**src/design/tmsf_pkg.sv**
```systemverilog
// Shared constants and types for the trimmed-mean sample filter.
package tmsf_pkg;

  // Largest number of samples in one burst.
  localparam int unsigned MAX_BURST  = 64;
  // Smallest burst: one minimum, one maximum and at least one inner sample.
  localparam int unsigned MIN_BURST  = 3;
  // Sample and result width.
  localparam int unsigned SAMPLE_W   = 16;
  // Width of the burst length register.
  localparam int unsigned CFG_W      = 7;
  // Reset value of the burst length register.
  localparam int unsigned CFG_RESET  = 10;

  // Sample counter holds 0..MAX_BURST.
  localparam int unsigned IDX_W      = $clog2(MAX_BURST + 1);
  // The running sum holds MAX_BURST full-scale samples.
  localparam int unsigned SUM_W      = SAMPLE_W + $clog2(MAX_BURST);
  // The shared unit carries one extra bit, whose top bit is the borrow.
  localparam int unsigned ALU_W      = SUM_W + 1;
  // Width used to compare the sample counter against the burst length.
  localparam int unsigned LEN_W      = (IDX_W > CFG_W) ? IDX_W : CFG_W;
  // Counter over the quotient bits of the closing division.
  localparam int unsigned DIV_CNT_W  = $clog2(SUM_W);

  // Sequencer states.
  typedef enum logic [2:0] {
    ST_IDLE,
    ST_ADD,
    ST_CMP_MIN,
    ST_CMP_MAX,
    ST_SUB_MIN,
    ST_SUB_MAX,
    ST_DIV
  } tmsf_state_e;

endpackage

```
**src/design/trimmed_mean_sample_filter.sv**
```systemverilog
// Trimmed-mean sample filter: burst accumulation and closing division on one shared adder.
//
// Usage: a sample is transferred on sample_i at a rising edge where start is high and
// busy is low. The burst length is written through the cfg channel (sample_count_i,
// cfg_valid_i / cfg_ready_o); cfg_ready_o is always high, and the value is saturated
// to 3..64 when used. A new length applies at once and does not restart the burst.
// Every sample runs through one add/subtract unit under a small sequencer: the add
// into the running sum, the compare against the minimum and the compare against the
// maximum are each a state of their own, and busy stays high until they are done, so
// a new sample cannot be transferred before the last one is through. The sample that
// closes a burst then removes the minimum and maximum and divides by the sample
// count less two with a restoring divider on the same unit, one quotient bit per
// cycle, with busy high throughout. The result is shown on average_o, marked by
// avg_valid_o for exactly one cycle, in the cycle in which busy falls; the receiver
// cannot stall and must take it then. After reset the burst is empty, the length
// register holds 10, and no result is pending.
module trimmed_mean_sample_filter (
  input  logic                          clk_i,
  input  logic                          rst_ni,
  input  logic                          start,
  output logic                          busy,
  input  logic [tmsf_pkg::SAMPLE_W-1:0] sample_i,
  output logic                          avg_valid_o,
  output logic [tmsf_pkg::SAMPLE_W-1:0] average_o,
  input  logic                          cfg_valid_i,
  output logic                          cfg_ready_o,
  input  logic [tmsf_pkg::CFG_W-1:0]    sample_count_i
);
  import tmsf_pkg::*;

  tmsf_state_e              state_q, state_d;
  logic [CFG_W-1:0]         cfg_q;
  logic [IDX_W-1:0]         idx_q;
  logic [SUM_W-1:0]         sum_q;
  logic [SAMPLE_W-1:0]      min_q;
  logic [SAMPLE_W-1:0]      max_q;
  logic [SAMPLE_W-1:0]      samp_q;
  logic [IDX_W-1:0]         rem_q;
  logic [IDX_W-1:0]         div_q;
  logic [DIV_CNT_W-1:0]     cnt_q;
  logic                     avg_valid_q;
  logic [SAMPLE_W-1:0]      avg_q;

  logic [ALU_W-1:0]         alu_a;
  logic [ALU_W-1:0]         alu_b;
  logic                     alu_sub;
  logic [ALU_W-1:0]         alu_res;
  logic                     alu_borrow;
  logic [LEN_W-1:0]         cfg_ext;
  logic [LEN_W-1:0]         eff_len;
  logic [LEN_W-1:0]         taken;
  logic                     burst_done;
  logic [IDX_W:0]           partial;
  logic                     accept;

  assign accept      = start && !busy;
  assign cfg_ready_o = 1'b1;
  assign avg_valid_o = avg_valid_q;
  assign average_o   = avg_q;

  // Effective burst length, saturated to the legal range.
  always_comb begin
    cfg_ext = LEN_W'(cfg_q);
    if (cfg_ext < LEN_W'(MIN_BURST)) begin
      eff_len = LEN_W'(MIN_BURST);
    end else if (cfg_ext > LEN_W'(MAX_BURST)) begin
      eff_len = LEN_W'(MAX_BURST);
    end else begin
      eff_len = cfg_ext;
    end
  end

  // The burst closes once the count including this sample reaches the length.
  assign taken      = LEN_W'(idx_q) + LEN_W'(1);
  assign burst_done = (taken >= eff_len);

  // Partial remainder with the next dividend bit shifted in.
  assign partial = {rem_q, sum_q[SUM_W-1]};

  // Shared add/subtract unit; the top bit flags a borrow on subtraction.
  assign alu_res    = alu_sub ? (alu_a - alu_b) : (alu_a + alu_b);
  assign alu_borrow = alu_res[ALU_W-1];

  // Next-state logic of the sequencer.
  always_comb begin
    state_d = state_q;
    case (state_q)
      ST_IDLE: begin
        if (start) state_d = ST_ADD;
      end
      ST_ADD:     state_d = ST_CMP_MIN;
      ST_CMP_MIN: state_d = ST_CMP_MAX;
      ST_CMP_MAX: state_d = burst_done ? ST_SUB_MIN : ST_IDLE;
      ST_SUB_MIN: state_d = ST_SUB_MAX;
      ST_SUB_MAX: state_d = ST_DIV;
      ST_DIV: begin
        if (cnt_q == '0) state_d = ST_IDLE;
      end
      default:    state_d = ST_IDLE;
    endcase
  end

  // Output decode: operand selection for the shared unit and the busy flag.
  always_comb begin
    alu_a   = '0;
    alu_b   = '0;
    alu_sub = 1'b1;
    busy    = 1'b1;
    case (state_q)
      ST_IDLE: begin
        busy = 1'b0;
      end
      ST_ADD: begin
        alu_a   = ALU_W'(sum_q);
        alu_b   = ALU_W'(samp_q);
        alu_sub = 1'b0;
      end
      ST_CMP_MIN: begin
        alu_a = ALU_W'(samp_q);
        alu_b = ALU_W'(min_q);
      end
      ST_CMP_MAX: begin
        alu_a = ALU_W'(max_q);
        alu_b = ALU_W'(samp_q);
      end
      ST_SUB_MIN: begin
        alu_a = ALU_W'(sum_q);
        alu_b = ALU_W'(min_q);
      end
      ST_SUB_MAX: begin
        alu_a = ALU_W'(sum_q);
        alu_b = ALU_W'(max_q);
      end
      ST_DIV: begin
        alu_a = ALU_W'(partial);
        alu_b = ALU_W'(div_q);
      end
      default: begin
        busy = 1'b1;
      end
    endcase
  end

  // Control and burst state.
  always_ff @(posedge clk_i or negedge rst_ni) begin
    if (!rst_ni) begin
      state_q     <= ST_IDLE;
      cfg_q       <= CFG_W'(CFG_RESET);
      idx_q       <= '0;
      sum_q       <= '0;
      min_q       <= '1;
      max_q       <= '0;
      cnt_q       <= '0;
      avg_valid_q <= 1'b0;
    end else begin
      state_q     <= state_d;
      // The result strobe follows the last division step.
      avg_valid_q <= (state_q == ST_DIV) && (cnt_q == '0);
      if (cfg_valid_i && cfg_ready_o) begin
        cfg_q <= sample_count_i;
      end
      case (state_q)
        ST_ADD: begin
          sum_q <= alu_res[SUM_W-1:0];
        end
        ST_CMP_MIN: begin
          if (alu_borrow) min_q <= samp_q;
        end
        ST_CMP_MAX: begin
          if (alu_borrow) max_q <= samp_q;
          idx_q <= taken[IDX_W-1:0];
        end
        ST_SUB_MIN: begin
          sum_q <= alu_res[SUM_W-1:0];
        end
        ST_SUB_MAX: begin
          sum_q <= alu_res[SUM_W-1:0];
          cnt_q <= DIV_CNT_W'(SUM_W - 1);
        end
        ST_DIV: begin
          cnt_q <= cnt_q - DIV_CNT_W'(1);
          if (cnt_q == '0) begin
            idx_q <= '0;
            sum_q <= '0;
            min_q <= '1;
            max_q <= '0;
          end else begin
            // Quotient bits shift in where the dividend bits leave.
            sum_q <= {sum_q[SUM_W-2:0], !alu_borrow};
          end
        end
        default: begin
        end
      endcase
    end
  end

  // Datapath registers without reset.
  always_ff @(posedge clk_i) begin
    if (accept) begin
      samp_q <= sample_i;
    end
    case (state_q)
      ST_SUB_MAX: begin
        rem_q <= '0;
        div_q <= idx_q - IDX_W'(2);
      end
      ST_DIV: begin
        // Restoring step: keep the difference when no borrow occurred.
        rem_q <= alu_borrow ? partial[IDX_W-1:0] : alu_res[IDX_W-1:0];
        if (cnt_q == '0) begin
          avg_q <= {sum_q[SAMPLE_W-2:0], !alu_borrow};
        end
      end
      default: begin
      end
    endcase
  end

  // A result only appears once the sequencer is back at rest.
  assert property (@(posedge clk_i) disable iff (!rst_ni) avg_valid_o |-> !busy)
    else $error("result strobe while busy");

  // Each result strobe lasts exactly one cycle.
  assert property (@(posedge clk_i) disable iff (!rst_ni) avg_valid_o |=> !avg_valid_o)
    else $error("result strobe longer than one cycle");

  // A transfer always starts the sequencer.
  assert property (@(posedge clk_i) disable iff (!rst_ni) (start && !busy) |=> busy)
    else $error("accepted sample did not start the sequencer");

  // The burst is empty whenever a result is delivered.
  assert property (@(posedge clk_i) disable iff (!rst_ni)
                   avg_valid_o |-> (idx_q == '0 && sum_q == '0))
    else $error("burst not cleared after result");

  // During division the divisor is nonzero and the remainder stays below it.
  assert property (@(posedge clk_i) disable iff (!rst_ni)
                   (state_q == ST_DIV) |-> (div_q != '0 && rem_q < div_q))
    else $error("division remainder out of range");

endmodule
```
**config.mk**
```make
export PLATFORM = sky130hd
export DESIGN_NAME = trimmed_mean_sample_filter
export DESIGN_NICKNAME = d
export VERILOG_FILES = /design/src/design/tmsf_pkg.sv /design/src/design/trimmed_mean_sample_filter.sv
export SDC_FILE = /design/constraint.sdc
export NUM_CORES = 1
export LEC_CHECK = 0
export BUFFER_PORTS_ARGS = -buffer_cell sky130_fd_sc_hd__buf_2
export CAP_MARGIN = 10
export CORE_MARGIN = 1.5
export CORE_UTILIZATION = 35
export DETAILED_ROUTE_END_ITERATION = 8
export PLACE_DENSITY = 0.6
export SLEW_MARGIN = 20
export SYNTH_ARGS = -nofsm -noshare
export SYNTH_HDL_FRONTEND = slang
export SYNTH_SLANG_ARGS = --single-unit
```
**constraint.sdc**
```tcl
create_clock -name clk_i -period 5.49 [get_ports clk_i]
set_input_delay 1.098 -clock clk_i [delete_from_list [all_inputs] [get_ports clk_i]]
set_output_delay 1.098 -clock clk_i [all_outputs]
set_load 0.02 [all_outputs]
```
==> results.sh, run 1 <==
export IMPL_final_cell_mix="nand2_1 (82), dfrtp_1 (58), a21oi_1 (56)"
export IMPL_drive_above_1_share=0.165
export IMPL_num_vias=6000
export IMPL_rsz0062_at_grt="false"
export IMPL_io_pins=46
export IMPL_ys_ff_latch=123
export IMPL_synth_main_ff_cell="dfrtp_1"
export IMPL_hold_class="reg2reg"
export IMPL_ctsResizeCount=0
export IMPL_synth_edf_count=46
export IMPL_fin_crit_ns=5.03
export IMPL_antenna_left=0
export IMPL_drc_errors=0
export IMPL_syn_instance_count=796
export IMPL_htreeDepth=4
export IMPL_ys_seq_area_frac=0.431
export IMPL_ff2ff_path_depth=21
export IMPL_fmax_mhz=199
export IMPL_startpoint_type="register"
export IMPL_wl_per_cell_um=16.9
export IMPL_finalHoldViolations=0
export IMPL_drt_total_wl_mm=18.9
export IMPL_cp_slowest_cell="o22ai_2"
export IMPL_yosysUniqueCellTypes=66
export IMPL_grt_pass1_wl_mm=30.9
export IMPL_grt_overflow_total=0
export IMPL_die_y_um=152
export IMPL_firstDrtPassIters=5
export IMPL_worstSetupEndpoint="min_q[9]$_DFFE_PN1P_"
export IMPL_vias_per_cell=5.37
export IMPL_syn_nets=858
export IMPL_grt_pass1_vias=5705
export IMPL_crit_path_max_incr_delay_ns=0.60
export IMPL_slew_viol_final=0
export IMPL_async_reset_ff_frac=0.626
export IMPL_nets=886
export IMPL_antenna_cells=0
export IMPL_start_util=0.356
export IMPL_cts_root_buf="clkbuf_16"
export IMPL_worstSkewPairLatency_ns=0.42
export IMPL_period_share=0.917
export IMPL_crit_chain="buf_4, nor2b_1, a221oi_1, a31o_2, ha_1, o31ai_1, nor3_2, nand3_1, or2_1, o21ai_0, xor2_1, ha_1, nand4_1, nor2_1, and2_1, o22a_1, a41oi_1, buf_4, xnor2_1, o22ai_2, o22a_1"
export IMPL_numClockSinks=123
export IMPL_synthesis_area_sq_um=7740
export IMPL_ys_warn_count=0
export IMPL_clk_pin_slew_ns=0.06
export IMPL_outcome="finished clean"
export IMPL_end_kind="register"
export IMPL_cp_max_fo=17
export IMPL_skew_ns=0.0112
export IMPL_std_cell_rows=54
export IMPL_cap_violations=0
export IMPL_avgSynthCellArea_sq_um=9.72
export IMPL_die_area_sq_um=23000
export IMPL_regToRegEndpoint="min_q[9]$_DFFE_PN1P_"
export IMPL_numCtsBuffers=17
export IMPL_postCtsHoldBufs=0
export IMPL_worst_setup_path_type="reg2reg"
export IMPL_grt_start_max_net_pins=78
export IMPL_cts_setup_buffers=0
export IMPL_cp_data_required_time_ns=5.85
export IMPL_fin_setup_tns_ns=0
export IMPL_final_common_cell="nand2_1"
export IMPL_arrival_ns=5.39
export IMPL_r2r_start="state_q[2]$_DFFE_PN0P_"
export IMPL_place_gp_congestion=0.885
export IMPL_antenna_found_initial=0
export IMPL_grt_util_all_layers=0.175
export IMPL_dp_hpwl_mm=14.0
export IMPL_ff2ff_setup_slack_ns=0.46
export IMPL_setup_violations=0
export IMPL_cts_tree="built"
export IMPL_crit_start="state_q[2]$_DFFE_PN0P_"
export IMPL_ctsLongestPathBuffers=2
export IMPL_io_buffers=44
export IMPL_area_growth_pct=13.4
export IMPL_drtIter0Drc=505
export IMPL_max_slew_margin=0.510
export IMPL_coreArea_sq_um=21800
export IMPL_worst_pin_slew_ns=0.735
export IMPL_dieWidth_um=152
## routing by layer
metal | vias to the layer above | GRT usage | routed length [um]
met5 | - | 0 | 0
met3 | 15 | 0.0308 | 821
met4 | 0 | 0.0524 | 261
met2 | 153 | 0.249 | 7890
met1 | 2861 | 0.268 | 9960
li1 | 2971 | - | -
## final cells by class
type	instances	area [sq um]
Tap cell	280	350
Sequential cell	123	3330
Timing Repair Buffer	63	385
Clock inverter	7	40.0
Multi-Input combinational cell	603	4110
Inverter	16	60.1
Clock buffer	25	497
Fill cell	2165	13000
## cells in the mapped netlist (3+ instances only)
cell type   n  area [sq um]
nor3_1     10          50.1
a221o_1    21           210
a22oi_1     9          67.6
mux2i_1    27           270
a211oi_1    8          60.1
o21bai_1    3          22.5
o21a_1      3          22.5
edfxtp_1   46          1380
buf_6       4          45.0
buf_2      12          60.1
a31o_2      3          26.3
o22a_1     18           158
or2_2       5          31.3
nand3_1    20           100
nand2_1    82           308
and2_1     28           175
and3_1      4          25.0
o21ai_0    54           270
nor4bb_1    3          30.0
a221oi_1    4          35.0
ha_1       34           425
dfrtp_1    59          1480
nor2b_1    13          81.3
inv_1      16          60.1
a21boi_0    4          30.0
mux2_2     12           135
a31oi_1     6          37.5
clkbuf_1   34           128
a21o_1     15           113
xor2_1     10          87.6
o22ai_1    12          75.1
nor2_1     47           176
xnor2_1    34           298
nand2b_1    9          56.3
nand3b_1    7          52.6
a21oi_1    56           280
dfstp_2    18           473
mux2_1      6          67.6
## worst min-delay path by stage
| stage | start | end | depth (start not counted) |
|---|---|---|---|
| finish | cnt_q[0]$_DFFE_PN0P_ | cnt_q[0]$_DFFE_PN0P_ | 1 |
| global placement | cnt_q[0]$_DFFE_PN0P_ | cnt_q[0]$_DFFE_PN0P_ | 1 |
| CTS | cnt_q[0]$_DFFE_PN0P_ | cnt_q[0]$_DFFE_PN0P_ | 1 |
| detailed placement | sum_q[2]$_DFFE_PN0P_ | average_o[3]$_DFFE_PP_ | 0 |
| floorplan | cnt_q[0]$_DFFE_PN0P_ | cnt_q[0]$_DFFE_PN0P_ | 1 |
| global route | sum_q[6]$_DFFE_PN0P_ | average_o[7]$_DFFE_PP_ | 0 |
## logic make-up (layout without fill, tap and decap cells)
logic type | after synthesis | in the layout | share of synthesized area
adder cells (fa/ha/maj) | 35 | 35 | 0.0576
buffers and inverters | 70 | 111 | 0.0408
AND/OR/NAND/NOR | 245 | 245 | 0.159
XOR/XNOR | 44 | 44 | 0.0498
multiplexers | 45 | 45 | 0.0611
flip-flops | 123 | 123 | 0.431
AO/OA/AOI/OAI | 233 | 233 | 0.201
other | 1 | 1 | 0.000485
## worst max-delay path, delay by kind of cell (launching register included)
family                   cells  cell delay, ns
flip-flops                   1            0.41
adder cells (fa/ha/maj)      2            0.50
AO/OA/AOI/OAI                8            2.07
buffers and inverters        2            0.39
AND/OR/NAND/NOR              7            1.28
XOR/XNOR                     2            0.30
## through the flow
| stage | setup WS [ns] | cells | hold slack (ns) | instance area (sq um) | utilization |
|---|---|---|---|---|---|
| 2_1_floorplan | 0.505 | 796 | 0.463 | 7740 | - |
| 3_3_place_gp | 0.241 | 1084 | 0.487 | 8190 | 0.377 |
| 3_5_place_dp | 0.228 | 1084 | 0.500 | 8190 | 0.377 |
| 4_1_cts | 0.203 | 1116 | 0.510 | 8730 | 0.401 |
| 5_1_grt | 0.126 | 1117 | 0.518 | 8770 | 0.403 |
| 6_report | 0.455 | 1117 | 0.500 | 8770 | 0.403 |
## flip-flops by register name, summed over array words and instances (netlist names), 16 cells and up
register   flops
max_q         16
sum_q         22
min_q         16
average_o     16
samp_q        16
Power of run 1 is not shown: default switching activity piles up to over one toggle a cycle in this logic, so the estimate is an artifact.
==> run 2, diff against run 1 <==
==> constraint.sdc (replaced) <==
create_clock -name clk_i -period 4.8 [get_ports clk_i]
set_input_delay 0.96 -clock clk_i [delete_from_list [all_inputs] [get_ports clk_i]]
set_output_delay 0.96 -clock clk_i [all_outputs]
set_load 0.02 [all_outputs]
==> results.sh, run 2 (synthesis results as in run 1) <==
export IMPL_io_buffers=44
export IMPL_worstSkewPairLatency_ns=0.42
export IMPL_final_common_cell="nand2_1"
export IMPL_die_area_sq_um=23000
export IMPL_grt_overflow_total=0
export IMPL_cp_max_fo=33
export IMPL_multi_input_area_sq_um=4190
export IMPL_numCtsBuffers=17
export IMPL_dieWidth_um=152
export IMPL_skew_ns=0.00783
export IMPL_fin_hold_ws_ns=0.499
export IMPL_drtIter0Drc=487
export IMPL_pre_cts_slack_ns=-0.188
export IMPL_cts_root_buf="clkbuf_16"
export IMPL_worst_setup_path_type="reg2reg"
export IMPL_end_kind="register"
export IMPL_ctsLongestPathBuffers=2
export IMPL_die_y_um=152
export IMPL_cp_data_required_time_ns=4.96
export IMPL_slew_viol_final=0
export IMPL_setup_violations=0
export IMPL_placed_cell_area_sq_um=8440
export IMPL_grt_pass1_vias=5908
export IMPL_hold_class="reg2reg"
export IMPL_start_util=0.356
export IMPL_largest_register="sum_q"
export IMPL_finalHoldViolations=0
export IMPL_coreArea_sq_um=21800
export IMPL_seqCellArea_sq_um=3330
export IMPL_numClockSinks=123
export IMPL_htreeDepth=4
export IMPL_dp_hpwl_mm=14.5
export IMPL_fmax_mhz=220
export IMPL_place_gp_congestion=0.914
export IMPL_drc_errors=0
export IMPL_area_growth_pct=18.6
export IMPL_firstDrtPassIters=5
export IMPL_drive_above_1_share=0.206
export IMPL_final_util=0.422
export IMPL_largest_reg_flops=22
export IMPL_cts_tree="built"
export IMPL_arrival_ns=4.71
export IMPL_grt_pass1_wl_mm=32.1
export IMPL_startpoint_type="register"
export IMPL_grt_util_all_layers=0.181
export IMPL_outcome="finished clean"
export IMPL_worst_pin_slew_ns=0.983
export IMPL_clk_pin_slew_ns=0.06
export IMPL_antenna_found_initial=0
export IMPL_fin_crit_ns=4.55
export IMPL_drt_total_wl_mm=19.6
export IMPL_period_share=0.949
export IMPL_grt_start_max_net_pins=78
export IMPL_design_area_sq_um=9180
export IMPL_antenna_left=0
export IMPL_max_slew_margin=0.345
export IMPL_layout_setup_ws_ns=0.246
export IMPL_cap_violations=0
export IMPL_final_cell_mix="nand2_1 (82), dfrtp_1 (57), a21oi_1 (55)"
export IMPL_io_pins=46
export IMPL_vias_per_cell=5.43
export IMPL_fillers=2153
export IMPL_antenna_cells=0
export IMPL_num_vias=6240
export IMPL_nets=918
export IMPL_std_cell_rows=54
export IMPL_wl_per_cell_um=17.1
## run 2: cell count changes in the layout (fill, tap and decap cells not counted), sizes merged
cell,previous run,this run
buf,63,94
clkbuf,25,19
bufinv,0,4
clkinv,4,6
clkinvlp,1,2
dlymetal6s2s,0,1
inv,18,17
## run 2: critical path, stage by stage, from the launching register on
cell and delay (ns):
dfrtp_1 0.42, buf_12 0.19, and3b_1 0.22, a221o_1 0.39, a21oi_1 0.19, and3_2 0.26
nand3_1 0.14, nor3_2 0.22, xnor2_1 0.13, o21ai_0 0.09, ha_1 0.37, a21oi_2 0.17
o21a_1 0.16, o21ai_0 0.08, o22a_1 0.21, a41oi_4 0.21, buf_6 0.17, mux2_2 0.39
a22oi_1 0.21, nor2_1 0.05
## run 2: path summary, 6_finish.rpt
path / startpoint / end / slack, ns / cells past startpoint
max: state_q[1]$_DFFE_PN0P_ / rem_q[4]$_SDFFCE_PN0P_ / 0.25 / 19
min: cnt_q[0]$_DFFE_PN0P_ / cnt_q[0]$_DFFE_PN0P_ / 0.50 / 1
max reg2reg: state_q[1]$_DFFE_PN0P_ / rem_q[4]$_SDFFCE_PN0P_ / 0.25 / 19
min reg2reg: cnt_q[0]$_DFFE_PN0P_ / cnt_q[0]$_DFFE_PN0P_ / 0.50 / 1
max in group asynchronous: rst_ni / state_q[0]$_DFFE_PN0P_ / 3.41 / 1
min in group asynchronous: rst_ni / cfg_ext[2]$_DFFE_PN0P_ / 0.71 / 1
## run 2: through the flow
| stage | TNS [ns] | std cells |
|---|---|---|
| 6_report | 0 | 1149 |
| 3_3_place_gp | -1.81 | 1112 |
| 4_1_cts | 0 | 1144 |
| 3_5_place_dp | -4.32 | 1112 |
| 2_1_floorplan | 0 | 796 |
| 5_1_grt | -0.168 | 1149 |
## run 2: layout make-up
type	count	area share
Clock inverter	13	0.0191
Tap cell	280	0.0382
Multi-Input combinational cell	603	0.456
Inverter	16	0.00654
Clock buffer	19	0.0472
Sequential cell	123	0.363
Timing Repair Buffer	95	0.0698
## run 2: metal layers
layer,track usage,vias to the layer above,share of wire
li1,-,3052,-
met1,0.272,3012,0.51
met2,0.260,154,0.42
met3,0.0284,22,0.046
met4,0.0668,0,0.016
met5,0,-,0
## run 2: what timing repair did
item | in CTS | in global routing
cloned | 0 | 0
pin swaps | 0 | 3
endpoints found under the setup margin | 32 | 45
buffers inserted | 0 | 5
gates resized for setup | 3 | 16
hold buffers | 0 | 0
Power of run 2 is left out for the same reason.
==> run 3, diff against run 2 <==
==> constraint.sdc (replaced) <==
create_clock -name clk_i -period 5 [get_ports clk_i]
set_input_delay 1 -clock clk_i [delete_from_list [all_inputs] [get_ports clk_i]]
set_output_delay 1 -clock clk_i [all_outputs]
set_load 0.02 [all_outputs]
==> results.sh, run 3 (synthesis results as in run 1) <==
export IMPL_outcome="finished clean"
export IMPL_firstDrtPassIters=7
export IMPL_end_kind="register"
export IMPL_worst_setup_path_type="reg2reg"
export IMPL_io_buffers=44
export IMPL_hold_class="reg2reg"
export IMPL_largest_register="sum_q"
export IMPL_cp_data_required_time_ns=5.33
export IMPL_largest_reg_flops=22
export IMPL_drc_errors=0
export IMPL_vias_per_cell=5.37
export IMPL_cts_tree="built"
export IMPL_antenna_left=0
export IMPL_skew_ns=0.0129
export IMPL_fmax_mhz=212
export IMPL_place_gp_congestion=0.889
export IMPL_grt_start_max_net_pins=41
export IMPL_fin_crit_ns=4.73
export IMPL_wl_per_cell_um=17.1
export IMPL_layout_setup_ws_ns=0.273
export IMPL_die_area_sq_um=23000
export IMPL_pre_cts_slack_ns=-0.00492
export IMPL_final_common_cell="nand2_1"
export IMPL_max_slew_margin=0.565
export IMPL_num_vias=6087
export IMPL_area_growth_pct=16.5
export IMPL_grt_util_all_layers=0.177
export IMPL_ctsLongestPathBuffers=2
export IMPL_drt_total_wl_mm=19.4
export IMPL_cts_setup_buffers=0
export IMPL_antenna_found_initial=0
export IMPL_final_cell_mix="nand2_1 (82), dfrtp_1 (58), a21oi_1 (56)"
export IMPL_fin_setup_tns_ns=0
export IMPL_worstSkewPairLatency_ns=0.42
export IMPL_finalHoldViolations=0
export IMPL_numClockSinks=123
export IMPL_start_util=0.356
export IMPL_htreeDepth=4
export IMPL_grt_overflow_total=0
export IMPL_io_pins=46
export IMPL_clk_pin_slew_ns=0.06
export IMPL_worst_pin_slew_ns=0.651
export IMPL_dp_hpwl_mm=14.4
export IMPL_hold_depth=1
export IMPL_arrival_ns=5.05
export IMPL_cts_root_buf="clkbuf_16"
export IMPL_slew_viol_final=0
export IMPL_grt_pass1_wl_mm=31.2
export IMPL_period_share=0.945
export IMPL_fin_hold_ws_ns=0.505
export IMPL_setup_violations=0
export IMPL_drtIter0Drc=498
export IMPL_std_cell_rows=54
export IMPL_fillers=2143
export IMPL_drive_above_1_share=0.187
export IMPL_nets=903
export IMPL_grt_pass1_vias=5689
export IMPL_startpoint_type="register"
export IMPL_ff2ff_setup_slack_ns=0.27
export IMPL_antenna_cells=0
export IMPL_die_y_um=152
export IMPL_cap_violations=0
export IMPL_numCtsBuffers=17
export IMPL_coreArea_sq_um=21800
export IMPL_dieWidth_um=152
export IMPL_ff2ff_path_depth=17
export IMPL_cp_max_fo=5
-- run 3: changes by cell type in the layout (fill, tap and decap cells not counted), moves of 2 or more --
cell / previous run / this run
inv_6: 1 / 4
a2111oi_1: 2 / 0
and3_1: 2 / 4
clkinv_2: 3 / 1
dfrtp_2: 2 / 0
a2111oi_0: 0 / 2
buf_4: 46 / 35
nor2_2: 2 / 0
-- run 3: repair_timing --
item,in CTS,in global routing
resized for setup,1,11
hold buffers,0,0
endpoints found under the setup margin,16,41
-- run 3: metal layers --
layer	global-route usage	up-vias	wire [um]
li1	-	3026	-
met3	0.0269	11	918
met4	0.0514	0	172
met2	0.253	158	8240
met5	0	-	0
met1	0.273	2892	10100
-- run 3: layout make-up --
| type | instances | area (sq um) | share of cell area |
|---|---|---|---|
| flip-flops and latches | 123 | 3330 | 0.370 |
| well taps | 280 | 350 | 0.0389 |
| clock inverters | 13 | 166 | 0.0185 |
| inverters | 16 | 60.1 | 0.00666 |
| multi-input cells | 603 | 4160 | 0.461 |
| clock buffers | 19 | 433 | 0.0480 |
| repair buffers | 80 | 509 | 0.0565 |
-- run 3: per-stage QoR --
stage          cells  area, sq um   util
6_report        1134         9010  0.414
5_1_grt         1134         9010  0.414
4_1_cts         1134         8940  0.411
3_5_place_dp    1102         8340  0.383
3_3_place_gp    1102         8340  0.383
2_1_floorplan    796         7740      -
-- run 3: worst max-delay path, stage by stage (launching register included) --
cell      delay [ns]
dfrtp_1         0.42
nor2b_1         0.46
a221oi_2        0.16
a31o_2          0.26
ha_1            0.23
o31ai_1         0.10
nor3_2          0.09
buf_4           0.16
a21oi_1         0.17
xnor2_1         0.16
ha_1            0.31
a211o_1         0.30
o41ai_1         0.44
a21oi_1         0.23
a21boi_0        0.43
o22ai_1         0.19
mux2_2          0.31
a211oi_1        0.22
-- run 3: worst paths after layout --
| kind | start | to |
|---|---|---|
| max | state_q[2]$_DFFE_PN0P_ | sum_q[19]$_DFFE_PN0P_ |
| min | cnt_q[0]$_DFFE_PN0P_ | cnt_q[0]$_DFFE_PN0P_ |
| max reg2reg | state_q[2]$_DFFE_PN0P_ | sum_q[19]$_DFFE_PN0P_ |
| min reg2reg | cnt_q[0]$_DFFE_PN0P_ | cnt_q[0]$_DFFE_PN0P_ |
| max in group asynchronous | rst_ni | state_q[0]$_DFFE_PN0P_ |
| min in group asynchronous | rst_ni | cfg_ext[6]$_DFFE_PN0P_ |
Power of run 3 is left out for the same reason.
